## src/mcitb_pkg.sv

```systemverilog
// Package with the codes and constants of the interval timer bank.
`default_nettype none
package mcitb_pkg;

  localparam int NUM_SLOTS_DEFAULT = 16;
  localparam int SLOT_FIELD_LIMIT  = 16;
  localparam logic [4:0] MAX_COUNT = 5'd31;

  // Command codes carried in the op field of an input item.
  typedef enum logic [3:0] {
    OP_TICK      = 4'd0,
    OP_CREATE    = 4'd1,
    OP_DELETE    = 4'd2,
    OP_START     = 4'd3,
    OP_PAUSE     = 4'd4,
    OP_STOP      = 4'd5,
    OP_RESET     = 4'd6,
    OP_SET_IVAL  = 4'd7,
    OP_SET_MODE  = 4'd8,
    OP_SET_COUNT = 4'd9,
    OP_QUERY     = 4'd10
  } op_t;

  typedef enum logic [1:0] {
    RS_STOPPED = 2'd0,
    RS_RUNNING = 2'd1,
    RS_WAITING = 2'd2,
    RS_FREE    = 2'd3
  } run_state_t;

  typedef enum logic [1:0] {
    ST_OK       = 2'd0,
    ST_BAD_SLOT = 2'd1,
    ST_BAD_CNT  = 2'd2,
    ST_NO_SLOT  = 2'd3
  } status_t;

  localparam logic KIND_REPLY    = 1'b0;
  localparam logic KIND_OVERFLOW = 1'b1;

endpackage
`default_nettype wire

```

## src/multi_channel_interval_timer_bank_unit.sv

```systemverilog
// Interval timer bank: slot storage, command decode and the tick scan sequencer.
// A command item passes S_CMD, which loads its reply into the output register; no new
// item is taken before the return to S_IDLE. A tick item runs S_SCAN over the BANK
// slots through the shared adder and interval compare, then S_END for the tick-end
// item; BANK is NUM_SLOTS capped at 16. Results wait while the output register is
// full. Synchronous reset marks every slot free and empties the output.
`default_nettype none
module multi_channel_interval_timer_bank_unit
  import mcitb_pkg::*;
#(
  parameter int NUM_SLOTS = NUM_SLOTS_DEFAULT
) (
  input  wire logic        clk,
  input  wire logic        rst,
  // Input items: op [3:0], slot [7:4], amount [39:8], mode_byte [47:40].
  input  wire logic        s_tvalid,
  output logic             s_tready,
  input  wire logic [47:0] s_tdata,
  // Result items: slot_out [3:0], status [5:4], run_state [7:6],
  // elapsed [39:8], interval_out [71:40], mode_out [79:72], freed [80].
  output logic             m_tvalid,
  input  wire logic        m_tready,
  output logic [87:0]      m_tdata,
  // Result kind: kind [0].
  output logic             m_tuser,
  output logic             m_tlast
);

  // The slot field is four bits wide, so the bank never holds more than 16 slots.
  localparam int BANK = (NUM_SLOTS < SLOT_FIELD_LIMIT) ? NUM_SLOTS : SLOT_FIELD_LIMIT;
  localparam int IW   = (BANK > 1) ? $clog2(BANK) : 1;
  localparam logic [IW-1:0] LAST_IDX = IW'(BANK - 1);

  // Sequencer states.
  typedef enum logic [3:0] {
    S_IDLE = 4'b0001,
    S_CMD  = 4'b0010,
    S_SCAN = 4'b0100,
    S_END  = 4'b1000
  } state_t;

  state_t state;
  logic [IW-1:0] idx;

  // Captured input item.
  logic [3:0]  in_op;
  logic [3:0]  in_slot;
  logic [31:0] in_amount;
  logic [7:0]  in_mb;

  // Slot storage. Only the used flags need a reset: every other field of a
  // slot is written by create before the slot can be read.
  logic [BANK-1:0] used;
  logic [1:0]  slot_rs [BANK];
  logic [31:0] slot_el [BANK];
  logic [31:0] slot_iv [BANK];
  logic [7:0]  slot_md [BANK];

  // Output register.
  logic        o_kind;
  logic [3:0]  o_slot;
  logic [1:0]  o_status;
  logic [1:0]  o_rs;
  logic [31:0] o_el;
  logic [31:0] o_iv;
  logic [7:0]  o_md;
  logic        o_freed;
  logic        o_last;

  // Values for the next result item.
  logic        n_kind;
  logic [3:0]  n_slot;
  logic [1:0]  n_status;
  logic [1:0]  n_rs;
  logic [31:0] n_el;
  logic [31:0] n_iv;
  logic [7:0]  n_md;
  logic        n_freed;
  logic        n_last;

  logic          out_free;
  logic          load_out;
  logic          adv;
  logic [IW-1:0] cmd_idx;
  logic [IW-1:0] rd_idx;
  logic [1:0]    r_rs;
  logic [31:0]   r_el;
  logic [31:0]   r_iv;
  logic [7:0]    r_md;

  logic          wr_en;
  logic [IW-1:0] wr_idx;
  logic [1:0]    wr_rs;
  logic [31:0]   wr_el;
  logic [31:0]   wr_iv;
  logic [7:0]    wr_md;
  logic          used_set;
  logic          used_clr;

  // Shared arithmetic: one adder and one compare against the interval.
  logic [31:0] sum;
  logic        hit;
  logic [4:0]  cnt_dec;
  logic        counting;
  logic        gone;

  logic          slot_ok;
  logic [IW-1:0] free_idx;
  logic          free_found;

  // Lowest free slot, found by a priority encoder over the used flags.
  function automatic logic [IW:0] lowest_free(input logic [BANK-1:0] u);
    logic [IW:0] r;
    r = '0;
    for (int i = BANK - 1; i >= 0; i--) begin
      if (!u[i]) begin
        r = {1'b1, IW'(i)};
      end
    end
    return r;
  endfunction

  assign s_tready = (state == S_IDLE);
  assign out_free = !m_tvalid || m_tready;
  assign m_tuser  = o_kind;
  assign m_tlast  = o_last;
  assign m_tdata  = {7'b0, o_freed, o_md, o_iv, o_el, o_rs, o_status, o_slot};

  assign cmd_idx = in_slot[IW-1:0];
  assign rd_idx  = (state == S_SCAN) ? idx : cmd_idx;
  assign r_rs    = slot_rs[rd_idx];
  assign r_el    = slot_el[rd_idx];
  assign r_iv    = slot_iv[rd_idx];
  assign r_md    = slot_md[rd_idx];

  assign sum      = r_el + in_amount;
  assign hit      = (sum >= r_iv);
  // A remaining count of zero counts as one.
  assign cnt_dec  = (r_md[7:3] == 5'd0) ? 5'd0 : r_md[7:3] - 5'd1;
  assign counting = !r_md[1];
  assign gone     = counting && (cnt_dec == 5'd0);

  assign slot_ok = (int'(in_slot) < BANK) && used[cmd_idx];
  assign {free_found, free_idx} = lowest_free(used);

  always_comb begin
    wr_en    = 1'b0;
    wr_idx   = rd_idx;
    wr_rs    = r_rs;
    wr_el    = r_el;
    wr_iv    = r_iv;
    wr_md    = r_md;
    used_set = 1'b0;
    used_clr = 1'b0;
    load_out = 1'b0;
    adv      = 1'b0;
    n_kind   = KIND_REPLY;
    n_slot   = '0;
    n_status = ST_OK;
    n_rs     = RS_STOPPED;
    n_el     = '0;
    n_iv     = '0;
    n_md     = '0;
    n_freed  = 1'b0;
    n_last   = 1'b1;
    case (state)
      S_SCAN: begin
        if (!used[idx] || r_rs != RS_RUNNING) begin
          adv = 1'b1;
        end else if (!hit) begin
          wr_en = 1'b1;
          wr_el = sum;
          adv   = 1'b1;
        end else if (out_free) begin
          // Overflow: the slot waits, restarts at zero (auto-reload), or is freed.
          wr_en    = 1'b1;
          adv      = 1'b1;
          load_out = 1'b1;
          n_kind   = KIND_OVERFLOW;
          n_last   = 1'b0;
          n_slot   = 4'(idx);
          n_iv     = r_iv;
          n_el     = r_md[2] ? 32'd0 : sum;
          n_md     = (counting && !gone) ? {cnt_dec, r_md[2:0]} : r_md;
          if (gone) begin
            used_clr = 1'b1;
            wr_rs    = RS_STOPPED;
            n_rs     = RS_FREE;
            n_freed  = 1'b1;
          end else begin
            n_rs  = r_md[2] ? RS_RUNNING : RS_WAITING;
            wr_rs = n_rs;
            wr_el = n_el;
            wr_md = n_md;
          end
        end
      end
      S_END: begin
        load_out = out_free;
      end
      S_CMD: begin
        if (out_free) begin
          load_out = 1'b1;
          if (in_op == OP_CREATE) begin
            if (in_amount == 32'd0 || !free_found) begin
              n_status = ST_NO_SLOT;
            end else begin
              wr_en    = 1'b1;
              wr_idx   = free_idx;
              used_set = 1'b1;
              wr_rs    = in_mb[0] ? RS_RUNNING : RS_STOPPED;
              wr_el    = '0;
              wr_iv    = in_amount;
              wr_md    = in_mb;
              n_slot   = 4'(free_idx);
              n_rs     = wr_rs;
              n_iv     = in_amount;
              n_md     = in_mb;
            end
          end else if (in_op > OP_QUERY || !slot_ok) begin
            n_slot   = in_slot;
            n_status = ST_BAD_SLOT;
          end else if (in_op == OP_DELETE) begin
            wr_en    = 1'b1;
            wr_rs    = RS_STOPPED;
            used_clr = 1'b1;
            n_slot   = in_slot;
            n_rs     = RS_FREE;
          end else begin
            wr_en = 1'b1;
            case (in_op)
              OP_START: wr_rs = RS_RUNNING;
              OP_PAUSE: wr_rs = RS_WAITING;
              OP_STOP: begin
                wr_rs = RS_STOPPED;
                wr_el = '0;
              end
              OP_RESET: begin
                wr_rs = RS_RUNNING;
                wr_el = '0;
              end
              OP_SET_IVAL: wr_iv = in_amount;
              OP_SET_MODE: wr_md = in_mb;
              OP_SET_COUNT: begin
                if (in_mb == 8'd0 || in_mb > {3'b0, MAX_COUNT}) begin
                  n_status = ST_BAD_CNT;
                end else begin
                  wr_md = {in_mb[4:0], r_md[2:0]};
                end
              end
              default: ;
            endcase
            n_slot = in_slot;
            n_rs   = wr_rs;
            n_el   = wr_el;
            n_iv   = wr_iv;
            n_md   = wr_md;
          end
        end
      end
      default: ;
    endcase
  end

  // Slot payload storage: one write per cycle.
  always_ff @(posedge clk) begin
    if (wr_en) begin
      slot_rs[wr_idx] <= wr_rs;
      slot_el[wr_idx] <= wr_el;
      slot_iv[wr_idx] <= wr_iv;
      slot_md[wr_idx] <= wr_md;
    end
  end

  // Output register payload.
  always_ff @(posedge clk) begin
    if (load_out) begin
      o_kind   <= n_kind;
      o_slot   <= n_slot;
      o_status <= n_status;
      o_rs     <= n_rs;
      o_el     <= n_el;
      o_iv     <= n_iv;
      o_md     <= n_md;
      o_freed  <= n_freed;
      o_last   <= n_last;
    end
  end

  // Input capture.
  always_ff @(posedge clk) begin
    if (s_tvalid && s_tready) begin
      in_op     <= s_tdata[3:0];
      in_slot   <= s_tdata[7:4];
      in_amount <= s_tdata[39:8];
      in_mb     <= s_tdata[47:40];
    end
  end

  // Sequencer, used flags and output valid.
  always_ff @(posedge clk) begin
    if (rst) begin
      state    <= S_IDLE;
      idx      <= '0;
      used     <= '0;
      m_tvalid <= 1'b0;
    end else begin
      if (load_out) begin
        m_tvalid <= 1'b1;
      end else if (m_tready) begin
        m_tvalid <= 1'b0;
      end
      if (used_set) begin
        used[wr_idx] <= 1'b1;
      end else if (used_clr) begin
        used[wr_idx] <= 1'b0;
      end
      case (state)
        S_IDLE: begin
          if (s_tvalid) begin
            idx   <= '0;
            state <= (s_tdata[3:0] == OP_TICK) ? S_SCAN : S_CMD;
          end
        end
        S_SCAN: begin
          if (adv) begin
            if (idx == LAST_IDX) begin
              state <= S_END;
            end else begin
              idx <= idx + 1'b1;
            end
          end
        end
        S_END: begin
          if (out_free) begin
            state <= S_IDLE;
          end
        end
        S_CMD: begin
          if (out_free) begin
            state <= S_IDLE;
          end
        end
        default: state <= S_IDLE;
      endcase
    end
  end

endmodule
`default_nettype wire

```

## config.mk

```make
export PLATFORM = sky130hd
export DESIGN_NAME = multi_channel_interval_timer_bank_unit
export DESIGN_NICKNAME = d
export VERILOG_FILES = /design/src/mcitb_pkg.sv /design/src/multi_channel_interval_timer_bank_unit.sv
export SDC_FILE = /design/constraint.sdc
export NUM_CORES = 2
export LEC_CHECK = 0
export ABC_AREA = 1
export BUFFER_PORTS_ARGS = -buffer_cell sky130_fd_sc_hd__buf_2
export CAP_MARGIN = 25
export CORE_MARGIN = 3
export CORE_UTILIZATION = 35
export DETAILED_ROUTE_END_ITERATION = 8
export PLACE_DENSITY = 0.55
export RECOVER_POWER = 100
export SYNTH_ARGS = -nofsm -noshare
export SYNTH_HDL_FRONTEND = slang
export SYNTH_SLANG_ARGS = --single-unit
```

## constraint.sdc

```tcl
create_clock -name clk -period 10.6 [get_ports clk]
set_clock_uncertainty 0.2 [all_clocks]
set_input_delay 0.53 -clock clk [delete_from_list [all_inputs] [get_ports clk]]
set_output_delay 0.53 -clock clk [all_outputs]
set_load 0.05 [all_outputs]
```

; ---- Yosys cells after proc, flatten, opt, wreduce, memory -nomap -nowiden
; Memories as Yosys holds them, arrays and structs flattened.
; Cells that the tools add are included.
[classes]
muxes = 164
n_lt_le_gt_ge = 7
n_eq_ne = 20
n_reduce_logical = 30
bitwise_logic = 5
n_addsub = 3
[ops]
columns = cell, n
row1 = $mux 32, 33
row2 = $pmux 32 s2, 3
row3 = $mux 8, 19
row4 = $mux 5, 17
row5 = $mux 4, 18
row6 = $mux 2, 24
row7 = $pmux 8 s2, 3
row8 = $add 32x32->32, 1
row9 = $ge 32x32->1, 1
row10 = $logic_not 32->1, 1
row11 = $mux 1, 32
row12 = $mux 16, 2
row13 = $eq 4x3->1 const B, 5
row14 = $and 16x16->16, 1
row15 = $eq 4x4->1 const B, 4
row16 = $not 16->16, 1
row17 = $or 16x16->16, 1
row18 = $pmux 4 s2, 2
row19 = $lt 4x5->1 const B, 3
row20 = $eq 4x2->1 const B, 3
row21 = $pmux 4 s3, 1
row22 = $logic_not 5->1, 2
row23 = $bmux 1 s4, 2
row24 = $eq 4x1->1 const B, 2
row25 = other kinds (24), 48
[totals]
output_inout_bits = 92
elab_cells = 250
ram_bits = 1184
ff_bits = 156
memories = 4
[mem_list]
columns = name, depth, word_bits, rd, rd_ports_with_merged_regs, wr, line_no
row1 = slot_el, 16, 32, 1, 0, 1, multi_channel_interval_timer_bank_unit.sv:55  ; logic [31:0] slot_el [BANK];
row2 = slot_iv, 16, 32, 1, 0, 1, multi_channel_interval_timer_bank_unit.sv:56  ; logic [31:0] slot_iv [BANK];
row3 = slot_md, 16, 8, 1, 0, 1, multi_channel_interval_timer_bank_unit.sv:57  ; logic [7:0] slot_md [BANK];
row4 = slot_rs, 16, 2, 1, 0, 1, multi_channel_interval_timer_bank_unit.sv:54  ; logic [1:0] slot_rs [BANK];

; ---- Logic depth before layout (Yosys ltp)
[depth]
ltp_word = 30
mapped_depth = 49
ltp_nobuf = 42

; ---- Least setup slack after synthesis
; No wires, ideal clock.
[synth_timing]
kind = register to register
from = register in_slot[0] (netlist: cmd_idx[0])
to = memory slot_el[3][0], enable pin
setup_ps = 597
path_stages_with_launch = 42
n_path_buf = 7
path_slack_ps = -534
t_arrival_ps = 10337
cell_sequence = edfxtp_1 > buf_2 > inv_2 > nand2_2 > nand2_4 > buf_6 > buf_6 > buf_4 > buf_2 > clkbuf_1 > nand2_1 > a32o_1 > o211ai_1 > nand2_1 > inv_1 > ha_1 > a21oi_1 > nand2_1 > [6 not listed] > inv_1 > nand3_1 > nand2_1 > inv_1 > ha_1 > nand2_1 > inv_1 > nand3_1 > nor3_1 > and3_1 > nand3_1 > nand3_1 > inv_1 > o211ai_1 > o21ai_0 > inv_1 > clkbuf_1 > nor3_1
[synth_between]
elab_chain_len = 10
elab_cells_between_ends = 24
classes_between = 1 x add/sub / 1 x order compare / 1 x eq/ne / 15 x mux / 3 x reduce/logical / 3 x memory
[synth_rtl]
columns = element, line_no
row1 = "start, declared", multi_channel_interval_timer_bank_unit.sv:47  ; logic [3:0] in_slot;
row2 = "start signal, assigned", multi_channel_interval_timer_bank_unit.sv:294  ; in_slot <= s_tdata[7:4];
row3 = branches (longest 10 deep; another with $mem_v2 16x32), --
row4 = "end, declared", multi_channel_interval_timer_bank_unit.sv:55
; Parallel ways; which one is timed is not known. The select of a mux whose other input is x is not followed.

; ---- Worst setup path after layout
[layout_timing]
from = register state[2]
to = memory slot_el[8][24], enable pin
[layout_between]
elab_chain_len = 10
elab_cells_between_ends = 19
classes_between = 1 x add/sub / 1 x order compare / 3 x eq/ne / 10 x mux / 1 x reduce/logical / 3 x memory
[layout_rtl]
columns = element, line_no
row1 = "start, declared", multi_channel_interval_timer_bank_unit.sv:42  ; state_t state;
row2 = "start signal, assigned", multi_channel_interval_timer_bank_unit.sv:322  ; state <= (s_tdata[3:0] == OP_TICK) ? S_SCAN : S_CMD;
row3 = $eq 4x3->1, "multi_channel_interval_timer_bank_unit.sv:130, multi_channel_interval_timer_bank_unit.sv:166"
row4 = $mux 4, multi_channel_interval_timer_bank_unit.sv:130  ; assign rd_idx = (state == S_SCAN) ? idx : cmd_idx;
row5 = $mem_v2 16x32, --
row6 = $add 32x32->32, multi_channel_interval_timer_bank_unit.sv:136  ; assign sum = r_el + in_amount;
row7 = $ge 32x32->1, multi_channel_interval_timer_bank_unit.sv:137  ; assign hit = (sum >= r_iv);
row8 = $mux 1, multi_channel_interval_timer_bank_unit.sv:170  ; end else if (!hit) begin
row9 = $mux 1, multi_channel_interval_timer_bank_unit.sv:168  ; if (!used[idx] || r_rs != RS_RUNNING) begin
row10 = $pmux 1 s2, multi_channel_interval_timer_bank_unit.sv:166  ; case (state)
row11 = $mux 1, multi_channel_interval_timer_bank_unit.sv:267  ; if (wr_en) begin
row12 = $mux 1 (implied by the code), multi_channel_interval_timer_bank_unit.sv:269  ; slot_el[wr_idx] <= wr_el;
; Parallel ways exist; a longest one is shown, timed or not.

==> results.md <==
* GP Congestion at 0.918
* Critical path type: reg2reg
* Max-slew headroom at -108%
* Drt wl/cell at 25.6 um
* Hold Fails Final Rpt at 0
* Synth Area in Simple Gates at 14.5%
* Final Slew Violations at 139
* Die area at 176000 um^2
* DR iter-0 viols at 5080
* Crit Path Max Fanout at 57
* Critical path arrival at 9450 ps
* Worst Tran Pin Value at 3120 ps
* CTS tree: yes
* I/O Buffers at 136
* Adder-cell area share of the yosys netlist at 1.42%
* Post-Layout Cell Count at 7720
* Fin crit share at 87.2%
* Via/cell ratio at 5.61
* FFs w/ async S/R, synth at 0%
* CP startpoint kind: flop
* RSZ-0062 raised after global routing: no
* Yosys warns at 0
* Initial antenna violation count at 3
* # clock sinks at 1340
* Final setup TNS at 0 ps
* Critical Path RT at 10800 ps
* Synthesized flop and latch total at 1340
* XOR/XNOR share of the synthesized area at 0.454%
* Final net count at 5518
* Sequential-to-total area share from yosys stat at 66.9%
* Max clock buf depth at 3
* Setup bufs post-CTS at 0
* Pre-CTS WS at 2200 ps
* Skew-Pair Late Insertion Delay at 810 ps
* Worst min path class: in2reg
* Worst-path clk slew at 60 ps
* Post-route ant nets at 0
* Row count at 150
* Period minus WS final at 9240 ps
* EDFF count, synth at 1315
* Num ports at 144
* Mapped Cells at 5276
* Largest family of logic cells by synthesized area: simple AND/OR/NAND/NOR gates
* HPWL Detailed at 116 mm
* DRT Pass-1 Iters at 6
* Synthesized area per cell at 11.3 um^2
* Element type at the critical path end: flop
* Max-Cap Viols at 4
* DRC at 0
* Multiplexer area fraction after synthesis at 0%
* Final setup vio count at 0
* Placed cells at 7404
* CTS Buf Count at 147
* Violated checks: capacitance limit, slew limit
* Largest net degree at the start of global routing at 178
* N_diodes at 0
* Layout area overhead at 13.5%
* Die width at 419 um
* Via count of the first global-routing pass at 41400
* Vias at 43300
* Compound-Gate Fraction of Synth Area at 12.3%
* Root buf cell: clkbuf_16
* Share of cells above drive strength 1 at 6.96%
* Setup WS post-layout at 1360 ps
* Post-CTS sizing at 0
* Fin util at 40.3%
* DIE HEIGHT at 419 um
* Area of the core at 168000 um^2
* GRT Resource Usage Total at 22.2%
* Final wirelength at 198 mm
* GRT overflow at 0
* Run status: finished, violations left
* Synth Flop Type: edfxtp_1
* Wire length of the first global-routing pass at 289 mm
* H-tree levels at 4
* F_max at 108 MHz
* Initial Utilization at 35.5%
* Netlist cell types at 56
* Syn Std Cell Area at 59700 um^2
[final timing paths]
kind                                  start        endpoint  slack (ps)  depth (start not counted)
worst max-delay path               state[2]  slot_el[8][24]        1360                         25
worst min-delay path            s_tdata[23]   in_amount[15]         240                          2
worst max register to register     state[2]  slot_el[8][24]        1360                         25
worst min register to register     state[3]        state[3]         280                          2
[per-stage QoR]
step / hold WS [ps] / cell area (um^2)
2_1_floorplan: 265 / 59800
3_3_place_gp: 282 / 63000
3_5_place_dp: 286 / 63000
4_1_cts: 185 / 68200
5_1_grt: 221 / 67800
6_report: 240 / 67800
[area by class of cell]
| type | instances | area [um^2] |
|---|---|---|
| repair buffers | 313 | 2250 |
| well taps | 2204 | 2760 |
| multi-input cells | 3353 | 17200 |
| clock inverters | 85 | 907 |
| flip-flops and latches | 1340 | 40000 |
| fillers | 15900 | 101000 |
| clock buffers | 181 | 3810 |
| inverters | 244 | 935 |
[sequential cells by signal, indices dropped and copies added, names as in the netlist, 8 cells and up, named ones only]
register	count
in_amount	32
in_mb	8
o_el	32
o_iv	32
o_md	8
slot_el	512
slot_iv	512
slot_md	128
slot_rs	32
[critical path: stages (launching register included)]
cell,delay [ps]
dfxtp_1,330
inv_1,60
nor2_1,240
nand2_4,290
o21ai_4,580
buf_12,310
clkbuf_1,2230
o21ai_0,340
o221ai_1,510
nand3_1,190
nand2_1,120
inv_1,110
ha_1,330
a21oi_1,150
o21a_1,130
o221ai_1,110
nand2_1,70
nand2_1,50
nand2_1,60
nand3_1,300
inv_1,200
o211ai_1,100
o21ai_0,150
inv_1,280
nor3_1,410
clkbuf_2,860
[routing by layer]
| layer | track usage (%) | vias up | share of wire [%] | wire length (um) |
|---|---|---|---|---|
| li1 | - | 19500 | - | - |
| met1 | 29.8 | 21500 | 41 | 82200 |
| met2 | 35.7 | 1869 | 47 | 92500 |
| met3 | 3.50 | 377 | 7.3 | 14500 |
| met4 | 9.41 | 0 | 4.5 | 8910 |
| met5 | 0 | - | 0 | 0 |
[cells in the final DEF, fill, tap and decap left out, types with 6 or more instances in the layout]
cell and instances:
a32o_1 54, xnor2_1 14, nand2_1 976, nand3b_1 24, o211ai_1 199, buf_2 42
nor4_1 13, o21ai_1 17, or2_2 7, inv_1 227, nand3_1 416, o22ai_1 76
dfxtp_1 25, o221ai_1 96, clkinv_16 6, xor2_1 17, bufinv_16 10, inv_2 9
edfxtp_1 1315, clkinv_1 33, clkinv_2 27, buf_12 30, conb_1 7, clkbuf_1 162
a21oi_1 277, nor3_1 25, nand4_1 41, nor2_1 517, clkbuf_16 147, buf_4 57
o21ai_0 451, ha_1 66, dlygate4sd3_1 50
[synth_stat cells, types with 3 or more instances]
library cell,n,area share (%)
nand4_1,41,0.43
a21oi_1,278,2.3
a32o_1,54,0.90
a211oi_1,3,0.038
o22ai_1,76,0.80
clkinv_1,4,0.025
or2_2,7,0.073
nand2_1,973,6.1
ha_1,66,1.4
o21ai_1,35,0.29
inv_1,208,1.3
a31oi_1,3,0.031
inv_2,32,0.20
nor2_1,518,3.3
or2_1,5,0.052
xnor2_1,14,0.21
xor2_1,17,0.25
nand2_2,6,0.063
edfxtp_1,1315,66
o2111ai_1,3,0.044
o211ai_1,199,2.5
buf_4,42,0.53
nor4_1,14,0.15
nand3_1,415,3.5
buf_2,127,1.1
nor3_1,25,0.21
o21ai_0,435,3.6
nand3_2,3,0.050
o221ai_1,96,1.4
buf_1,21,0.13
buf_6,16,0.30
dfxtp_1,25,0.84
a21boi_0,4,0.050
clkbuf_1,139,0.87
o21a_1,4,0.050
nand2_4,4,0.075
nand3b_1,24,0.30
nor2_4,3,0.057
[logic make-up after synthesis]
family | after synthesis
XOR/XNOR | 31
buffers and inverters | 589
flip-flops | 1340
AND/OR/NAND/NOR | 2046
other | 1
adder cells (fa/ha/maj) | 67
AO/OA/AOI/OAI | 1202
[repair_timing]
| item | in CTS | in global routing |
|---|---|---|
| setup endpoints to repair | 0 | 0 |
| hold endpoints to repair | 68 | 0 |
| hold buffers | 50 | 0 |
Power is not shown: default switching activity piles up to over one toggle a cycle in this logic, so the estimate is an artifact.
